## src/rtl/bbr_pkg.sv

```systemverilog
// ----------------------------------------------------------------------------
// bbr_pkg: shared types and constants for the 1bpp blit raster-op datapath
// Register map, combine mode codes, geometry widths and the transfer structs.
// ----------------------------------------------------------------------------
package bbr_pkg;

   localparam int ROW_W = 12;
   localparam int CNT_W = 10;
   localparam logic [ROW_W-1:0] MAX_ROW_PIXELS = 12'd4095;

   // register indexes (byte address = 4 * index)
   localparam logic [1:0] REG_DEST_OFF = 2'd0;
   localparam logic [1:0] REG_SRC_OFF  = 2'd1;
   localparam logic [1:0] REG_ROW_W    = 2'd2;
   localparam logic [1:0] REG_MODE     = 2'd3;

   // combine modes
   localparam logic [2:0] MODE_COPY   = 3'd0;
   localparam logic [2:0] MODE_OR     = 3'd1;
   localparam logic [2:0] MODE_AND    = 3'd2;
   localparam logic [2:0] MODE_ANDNOT = 3'd3;
   localparam logic [2:0] MODE_XOR    = 3'd4;

   typedef struct packed {
      logic [2:0]       dest_bit_offset;
      logic [2:0]       src_bit_offset;
      logic [ROW_W-1:0] row_width;
      logic [2:0]       combine_mode;
   } cfg_type;

   typedef struct packed {
      logic [7:0] mask;
      logic       last;
   } mask_info_type;

   // pixel 0 is the MSB: keep pixels from position pos on
   function automatic logic [7:0] lead_mask(input logic [2:0] pos);
      lead_mask = 8'hFF >> pos;
   endfunction

endpackage

```

## src/rtl/bbr_csr.sv

```systemverilog
// ----------------------------------------------------------------------------
// bbr_csr: configuration registers
// APB-style write/read of the offset, row width and combine mode registers.
// ----------------------------------------------------------------------------
module bbr_csr import bbr_pkg::*; (
   input  logic        clock,
   input  logic        reset,
   input  logic        csr_psel,
   input  logic        csr_penable,
   input  logic        csr_pwrite,
   input  logic [3:0]  csr_paddr,
   input  logic [31:0] csr_pwdata,
   output logic [31:0] csr_prdata,
   output logic        csr_pready,
   output cfg_type     cfg
);

   cfg_type cfg_ff, cfg_in;
   logic    wr_en;

   assign csr_pready = 1'b1;
   assign wr_en      = csr_psel && csr_penable && csr_pwrite;

   always_comb begin
      cfg_in = cfg_ff;
      if (wr_en) begin
         unique case (csr_paddr[3:2])
            REG_DEST_OFF: cfg_in.dest_bit_offset = csr_pwdata[2:0];
            REG_SRC_OFF:  cfg_in.src_bit_offset  = csr_pwdata[2:0];
            REG_ROW_W:    cfg_in.row_width       = csr_pwdata[ROW_W-1:0];
            REG_MODE:     cfg_in.combine_mode    = csr_pwdata[2:0];
            default:      cfg_in = cfg_ff;
         endcase
      end
   end

   always_ff @(posedge clock) begin
      if (reset) begin
         cfg_ff.dest_bit_offset <= 3'd0;
         cfg_ff.src_bit_offset  <= 3'd0;
         cfg_ff.row_width       <= ROW_W'(1);
         cfg_ff.combine_mode    <= MODE_COPY;
      end else begin
         cfg_ff <= cfg_in;
      end
   end

   always_comb begin
      unique case (csr_paddr[3:2])
         REG_DEST_OFF: csr_prdata = {29'd0, cfg_ff.dest_bit_offset};
         REG_SRC_OFF:  csr_prdata = {29'd0, cfg_ff.src_bit_offset};
         REG_ROW_W:    csr_prdata = {{(32-ROW_W){1'b0}}, cfg_ff.row_width};
         REG_MODE:     csr_prdata = {29'd0, cfg_ff.combine_mode};
         default:      csr_prdata = 32'd0;
      endcase
   end

   assign cfg = cfg_ff;

endmodule

```

## src/rtl/bbr_mask.sv

```systemverilog
// ----------------------------------------------------------------------------
// bbr_mask: row byte counter and pixel mask
// Tracks the byte position within the row and builds the leading, whole or
// trailing mask plus the end-of-row flag for the transaction being accepted.
// ----------------------------------------------------------------------------
module bbr_mask import bbr_pkg::*; (
   input  logic          clock,
   input  logic          reset,
   input  cfg_type       cfg,
   input  logic          advance,
   output mask_info_type info
);

   logic [CNT_W-1:0] byte_in_row_ff, byte_in_row_in;
   logic [ROW_W-1:0] width;
   logic [ROW_W:0]   pix_end;
   logic [ROW_W+1:0] pix_round;
   logic [CNT_W-1:0] nbytes, last_idx;
   logic [2:0]       tail_pos;
   logic             last;
   logic [7:0]       mask;

   always_comb begin
      width     = (cfg.row_width > MAX_ROW_PIXELS) ? MAX_ROW_PIXELS : cfg.row_width;
      pix_end   = {1'b0, width} + (ROW_W+1)'(cfg.dest_bit_offset);
      pix_round = {1'b0, pix_end} + (ROW_W+2)'(7);
      nbytes    = pix_round[ROW_W:3];
      last_idx  = (nbytes == '0) ? '0 : nbytes - CNT_W'(1);
      last      = (byte_in_row_ff >= last_idx);
      tail_pos  = pix_end[2:0];

      if (width == '0) begin
         mask = 8'h00;
      end else begin
         mask = (byte_in_row_ff == '0) ? lead_mask(cfg.dest_bit_offset) : 8'hFF;
         // trailing byte keeps only pixels left of the row end
         if (last && tail_pos != 3'd0) begin
            mask = mask & ~lead_mask(tail_pos);
         end
      end
   end

   assign byte_in_row_in = last ? '0 : byte_in_row_ff + CNT_W'(1);

   always_ff @(posedge clock) begin
      if (reset) begin
         byte_in_row_ff <= '0;
      end else if (advance) begin
         byte_in_row_ff <= byte_in_row_in;
      end
   end

   assign info.mask = mask;
   assign info.last = last;

endmodule

```

## src/rtl/bbr_rop.sv

```systemverilog
// ----------------------------------------------------------------------------
// bbr_rop: funnel shift and masked raster operation
// Aligns the source pair to the destination and merges it into the old byte.
// ----------------------------------------------------------------------------
module bbr_rop import bbr_pkg::*; (
   input  cfg_type    cfg,
   input  logic [7:0] src_first,
   input  logic [7:0] src_next,
   input  logic [7:0] dst_old,
   input  logic [7:0] mask,
   output logic [7:0] dst_new
);

   logic [2:0]  shift;
   logic [15:0] pair;
   logic [7:0]  src_al;

   always_comb begin
      shift  = cfg.src_bit_offset - cfg.dest_bit_offset;
      pair   = {src_first, src_next} << shift;
      src_al = pair[15:8];

      case (cfg.combine_mode)
         MODE_COPY:   dst_new = (src_al & mask) | (dst_old & ~mask);
         MODE_OR:     dst_new = dst_old | (src_al & mask);
         MODE_AND:    dst_new = dst_old & (src_al | ~mask);
         MODE_ANDNOT: dst_new = dst_old & ~(src_al & mask);
         MODE_XOR:    dst_new = dst_old ^ (src_al & mask);
         default:     dst_new = dst_old;
      endcase
   end

endmodule

```

## src/rtl/packed_bit_blit_rop.sv

```systemverilog
// ----------------------------------------------------------------------------
// packed_bit_blit_rop: 1bpp blitter byte datapath
// Funnel-shifts source bytes onto the destination grid and merges them into
// the destination byte under the row mask with the selected raster op.
//
//   channel  | direction | handshake          | payload
//   req      | in        | req_valid/stall    | src_byte_first, src_byte_next,
//            |           |                    | dst_byte_old
//   rsp      | out       | rsp_valid/stall    | dst_byte_new, row_end
//   csr      | in        | APB psel/penable   | offsets, row width, mode
//
// One transaction per cycle sustained while rsp_stall is low; results pass
// through the input register and then the result register around the
// shift/merge logic. The row counter and mask are taken at acceptance, so
// a full pipe keeps its ordering across stalls. rsp_stall backs up into
// req_stall only once both registers are occupied. Reset is synchronous:
// counter, valids and config registers are reset; data registers are not.
// ----------------------------------------------------------------------------
module packed_bit_blit_rop import bbr_pkg::*; (
   input  logic        clock,
   input  logic        reset,

   input  logic        req_valid,
   output logic        req_stall,
   input  logic [7:0]  req_src_byte_first,
   input  logic [7:0]  req_src_byte_next,
   input  logic [7:0]  req_dst_byte_old,

   output logic        rsp_valid,
   input  logic        rsp_stall,
   output logic [7:0]  rsp_dst_byte_new,
   output logic        rsp_row_end,

   input  logic        csr_psel,
   input  logic        csr_penable,
   input  logic        csr_pwrite,
   input  logic [3:0]  csr_paddr,
   input  logic [31:0] csr_pwdata,
   output logic [31:0] csr_prdata,
   output logic        csr_pready
);

   cfg_type       cfg;
   mask_info_type info;

   logic          s1_valid_ff, s1_valid_in;
   logic [7:0]    s1_first_ff, s1_next_ff, s1_old_ff;
   mask_info_type s1_info_ff;

   logic          s2_valid_ff, s2_valid_in;
   logic [7:0]    s2_dst_ff;
   logic          s2_last_ff;

   logic          s2_load, s1_load, req_take;
   logic [7:0]    dst_new;

   bbr_csr u_csr (
      .clock       (clock),
      .reset       (reset),
      .csr_psel    (csr_psel),
      .csr_penable (csr_penable),
      .csr_pwrite  (csr_pwrite),
      .csr_paddr   (csr_paddr),
      .csr_pwdata  (csr_pwdata),
      .csr_prdata  (csr_prdata),
      .csr_pready  (csr_pready),
      .cfg         (cfg)
   );

   bbr_mask u_mask (
      .clock   (clock),
      .reset   (reset),
      .cfg     (cfg),
      .advance (req_take),
      .info    (info)
   );

   bbr_rop u_rop (
      .cfg       (cfg),
      .src_first (s1_first_ff),
      .src_next  (s1_next_ff),
      .dst_old   (s1_old_ff),
      .mask      (s1_info_ff.mask),
      .dst_new   (dst_new)
   );

   // result register takes a new transaction when empty or being drained
   assign s2_load   = !s2_valid_ff || !rsp_stall;
   assign s1_load   = !s1_valid_ff || s2_load;
   assign req_stall = !s1_load;
   assign req_take  = req_valid && s1_load;

   assign s1_valid_in = s1_load ? req_valid : s1_valid_ff;
   assign s2_valid_in = s2_load ? s1_valid_ff : s2_valid_ff;

   always_ff @(posedge clock) begin
      if (reset) begin
         s1_valid_ff <= 1'b0;
         s2_valid_ff <= 1'b0;
      end else begin
         s1_valid_ff <= s1_valid_in;
         s2_valid_ff <= s2_valid_in;
      end
   end

   always_ff @(posedge clock) begin
      if (req_take) begin
         s1_first_ff <= req_src_byte_first;
         s1_next_ff  <= req_src_byte_next;
         s1_old_ff   <= req_dst_byte_old;
         s1_info_ff  <= info;
      end
      if (s2_load && s1_valid_ff) begin
         s2_dst_ff  <= dst_new;
         s2_last_ff <= s1_info_ff.last;
      end
   end

   assign rsp_valid        = s2_valid_ff;
   assign rsp_dst_byte_new = s2_dst_ff;
   assign rsp_row_end      = s2_last_ff;

`ifndef SYNTHESIS
   // a full pipe under output stall must push back on the input
   a_no_overrun: assert property (@(posedge clock) disable iff (reset)
      s1_valid_ff && s2_valid_ff && rsp_stall |-> req_stall)
      else $error("input accepted while both pipeline registers are held");

   // no back-pressure while the input register is free
   a_no_bubble_stall: assert property (@(posedge clock) disable iff (reset)
      !s1_valid_ff |-> !req_stall)
      else $error("input stalled with an empty input register");

   // a held input register keeps its transaction
   a_s1_hold: assert property (@(posedge clock) disable iff (reset)
      s1_valid_ff && !s2_load |=> s1_valid_ff && $stable(s1_old_ff)
         && $stable(s1_info_ff))
      else $error("input register changed while held");
`endif

endmodule

```

## config.mk

```make
export PLATFORM = sky130hd
export DESIGN_NAME = packed_bit_blit_rop
export DESIGN_NICKNAME = d
export VERILOG_FILES = /design/src/rtl/bbr_pkg.sv /design/src/rtl/bbr_csr.sv /design/src/rtl/bbr_mask.sv /design/src/rtl/bbr_rop.sv /design/src/rtl/packed_bit_blit_rop.sv
export SDC_FILE = /design/constraint.sdc
export NUM_CORES = 1
export LEC_CHECK = 0
export BUFFER_PORTS_ARGS = -buffer_cell sky130_fd_sc_hd__buf_2
export CORE_MARGIN = 3
export CORE_UTILIZATION = 30
export DETAILED_ROUTE_END_ITERATION = 7
export PLACE_DENSITY = 0.54
export SLEW_MARGIN = 10
export SYNTH_ARGS = -nofsm -noshare
export SYNTH_HDL_FRONTEND = slang
export SYNTH_SLANG_ARGS = --single-unit
```

## constraint.sdc

```tcl
create_clock -name clock -period 6.7 [get_ports clock]
set_clock_uncertainty 0.05 [all_clocks]
set_input_delay 1.34 -clock clock [delete_from_list [all_inputs] [get_ports clock]]
set_output_delay 1.34 -clock clock [all_outputs]
set_load 0.02 [all_outputs]
```

==> impl_metrics.py <==
metrics = {
    "placement": {
        "pre_cts_ws_ns": 1.376,
        "placed_instances": 788,
        "gp_congestion": 0.8745,
        "detailed_placer_s_ending_hpwl_mm": 9.329,
        "placement.io_buffers": 66,
    },
    "floorplanning": {
        "core-area_um2": 16230,
        "overall_die_area_um2": 18550,
        "fp.dieH_um": 136.2,
        "initial_utilization": 0.3133,
        "ios": 111,
        "placementRows": 46,
        "fp.dieW_um": 136.2,
    },
    "sta": {
        "period_minus_slack_ns": 5.289,
        "final_hold_viol_count": 0,
        "setup_violations": 0,
        "min_period_over_period": 0.7895,
        "least_margin_pin_slew_ns": 1.010,
        "achievable-frequency_mhz": 189.1,
        "tns_ns": 0,
        "max_slew_margin": 0.3218,
        "worst_hold_slack_ns": 0.3957,
        "final.setup.worst_slack_ns": 1.411,
        "rsz0062_at_grt": "no",
        "maxSlewViolCount": 0,
    },
    "status": {
        "outcome": "completed",
    },
    "route": {
        "initialDrtViolationCount": 211,
        "viasPerCell": 5.036,
        "postRouteAntennaNets": 0,
        "drt-total-wl_mm": 12.50,
        "detailedRoute.firstPassIterationCount": 4,
        "vias": 4049,
        "drt_drc_violations_left": 0,
        "routed_wire_length_per_instance_um": 15.54,
    },
    "clock_tree": {
        "clockBufferDepth": 2,
        "cts_tree": "done",
        "cts.root.buffer_cell": "clkbuf_16",
        "cts_htree_levels": 3,
        "post_cts_resized": 0,
        "clkTransAtPathRegs_ns": 0.06,
        "numCtsBuffers": 9,
        "cts_hold_repair.buffers": 0,
        "total_number_of_clock_tree_sinks": 74,
        "cts.repair_timing.setup_buffer_count": 0,
        "clk-insertion-delay-late_ns": 0.35,
    },
    "min_path": {
        "min_path_type": "reg2reg",
        "min_from": "s1_info_ff[0]",
    },
    "cells_and_area": {
        "areaGrowthSynthToFinish_pct": 14.05,
        "antenna_cells_inserted": 0,
        "drive_above_1_share": 0.2007,
        "final_cell_count_no_fill": 804,
        "layout.nets": 670,
    },
    "logic_synthesis": {
        "number_of_synthesized_flops_with_an_enable_pin": 41,
        "asyncSetResetFlopFracSynth": 0,
        "ys_seq_area_frac": 0.3720,
        "syn-mean-instance-area_um2": 9.522,
        "synth_largest_area_cell": "edfxtp_1",
        "dominantRegCellSynth": "edfxtp_1",
        "synth_top_area_frac": 0.2421,
        "synth.yosys.warnings": 0,
        "synthTopCellsByArea": "edfxtp_1, dfxtp_1, mux2i_1",
        "number_of_distinct_library_cell_variants_in_the_gate_level_netlist_after_synthesis": 70,
        "mappedNetlistArea_um2": 5085,
        "yosys_register_bits": 74,
        "mapped_cells": 534,
    },
    "critical_path": {
        "worstSetupStartpoint": "u_csr.cfg[18]",
        "crit_path_top_delay_cell": "fa_1",
        "timing.critical_path.from_type": "flip-flop",
        "crit_top_cell": "ha_1",
        "worst-endpoint-required_ns": 6.81,
        "r2r-start": "u_csr.cfg[18]",
        "critical_path_arrival_ns": 5.40,
        "path_class": "reg2reg",
        "critical_path.endpoint_type": "flip-flop",
        "crit_path_cell_trace": "ha_1 > fa_1 > xnor2_1 > a221oi_2 > o22ai_1 > xnor2_1 > ha_1 > inv_1 > a2111o_1 > and2_1 > ha_1 > nand2b_1 > a21o_1 > a21o_1 > a21oi_1 > o21ai_0 > a211o_1 > a221oi_1",
        "timing.critical_path.fanout_max": 18,
        "critical-path-max-stage-delay_ns": 0.52,
    },
    "global_route": {
        "grt_pass1_vias": 3936,
        "grt_overflow_total": 0,
        "grt_antenna_before_repair": 0,
        "grt_use_total": 0.1374,
        "grt_start_max_net_pins": 48,
        "grt_first_pass_wirelength_mm": 20.27,
    },
    "power": {
        "vdd.ir_drop.worst_uv": 141.9,
        "total_leakage_power_nw": 2.250,
        "power_density_nw_per_um2": 206.5,
    },
    "flow_run": {
        "drv.max_cap_violation_count": 0,
    },
}
==> cell type report <==
cell class                      count  area (µm²)
Clock buffer                       10       229.0
Multi-Input combinational cell    414        2938
Clock inverter                      6       65.06
Sequential cell                    74        1892
Inverter                           16       60.06
Tap cell                          216       270.3
Fill cell                        1693       10430
Timing Repair Buffer               68       345.3
==> stage by stage <==
step / utilization / area, µm² / power (W)
after detailed placement: 0.3392 / 5505 / 0.0007180
after global placement: 0.3392 / 5505 / 0.0007159
final: 0.3573 / 5799 / 0.001198
after CTS: 0.3573 / 5799 / 0.001215
after global routing: 0.3573 / 5799 / 0.001254
after floorplan: - / 5156 / 0.0006770
==> cell usage after synthesis, types with 10 or more instances <==
cell,n
clkbuf_1,23
nor2_1,32
mux2i_1,27
a21oi_1,31
mux4_2,10
nor3_1,17
xnor2_1,13
buf_4,21
nand3_1,21
a31oi_1,11
ha_1,18
nand2_1,55
and2_1,13
a211oi_1,11
dfxtp_1,33
and3_1,11
edfxtp_1,41
inv_1,16
==> routing by layer <==
metal | track usage | vias up | wire length (µm)
li1 | - | 2034 | -
met1 | 0.1740 | 1899 | 5553
met2 | 0.2267 | 100 | 6072
met3 | 0.03923 | 16 | 664
met4 | 0.04255 | 0 | 204
met5 | 0 | - | 0
==> path summary, 6_finish.rpt <==
| check | cells past startpoint | to | slack, ns |
|---|---|---|---|
| setup / recovery | 18 | s1_info_ff[7] | 1.41 |
| hold / removal | 0 | rsp_row_end | 0.40 |
| setup reg to reg | 18 | s1_info_ff[7] | 1.41 |
| hold reg to reg | 0 | rsp_row_end | 0.40 |
==> flip-flops by register name, indices dropped and copies added (netlist names) <==
register               count
rsp_dst_byte_new           8
rsp_row_end                1
s1_info_ff                 9
s1_first_ff                8
u_mask.byte_in_row_ff     10
s1_old_ff                  8
s1_next_ff                 7
rsp_valid                  1
s1_valid_ff                1
u_csr.cfg                 21
==> power by group <==
part,internal (W),switching [W],leakage [nW]
Clock,0.000289,0.000200,0.143
Sequential,0.000516,0.0000182,0.662
Combinational,0.0000721,0.000102,1.45
Total,0.000877,0.000320,2.25
==> critical path, delay by kind of cell, from the launching register on <==
kind	cells	cell delay, ns
buf+inv	1	0.04
compound gates	9	2.55
fa+ha+maj	4	1.23
flops	1	0.40
simple gates	2	0.33
xor+xnor	2	0.48
==> placed cells by master (no fill, tap or decap), types with 5 or more instances in the layout <==
cell type	Yosys	final
mux2_2	8	8
mux2i_1	27	27
a21o_1	9	9
buf_2	3	66
a211oi_1	11	11
nor2_1	32	31
nand3_1	21	21
and2_1	13	13
xor2_1	9	9
nor4_1	5	5
mux4_2	10	10
o21ai_0	8	8
nand2_1	55	55
nor3_1	17	17
edfxtp_1	41	41
xnor2_1	13	13
o211ai_1	5	5
inv_1	16	16
clkbuf_16	0	9
a21oi_1	31	31
dfxtp_1	33	33
nand2b_1	5	5
ha_1	18	18
a31oi_1	11	11
and3_1	11	11
nor3b_1	8	8
conb_1	2	21
==> cell families (layout without fill, tap and decap cells) <==
family / count (synthesis) / in the layout / share of synthesized area
fa+ha+maj: 20 / 20 / 0.05217
simple gates: 190 / 190 / 0.1895
flops: 74 / 74 / 0.3720
mux: 46 / 46 / 0.1174
buf+inv: 65 / 100 / 0.06570
other cells: 2 / 21 / 0.001477
xor+xnor: 23 / 23 / 0.04109
compound gates: 114 / 114 / 0.1607
No activity file was read; power rests on OpenSTA's default activity.
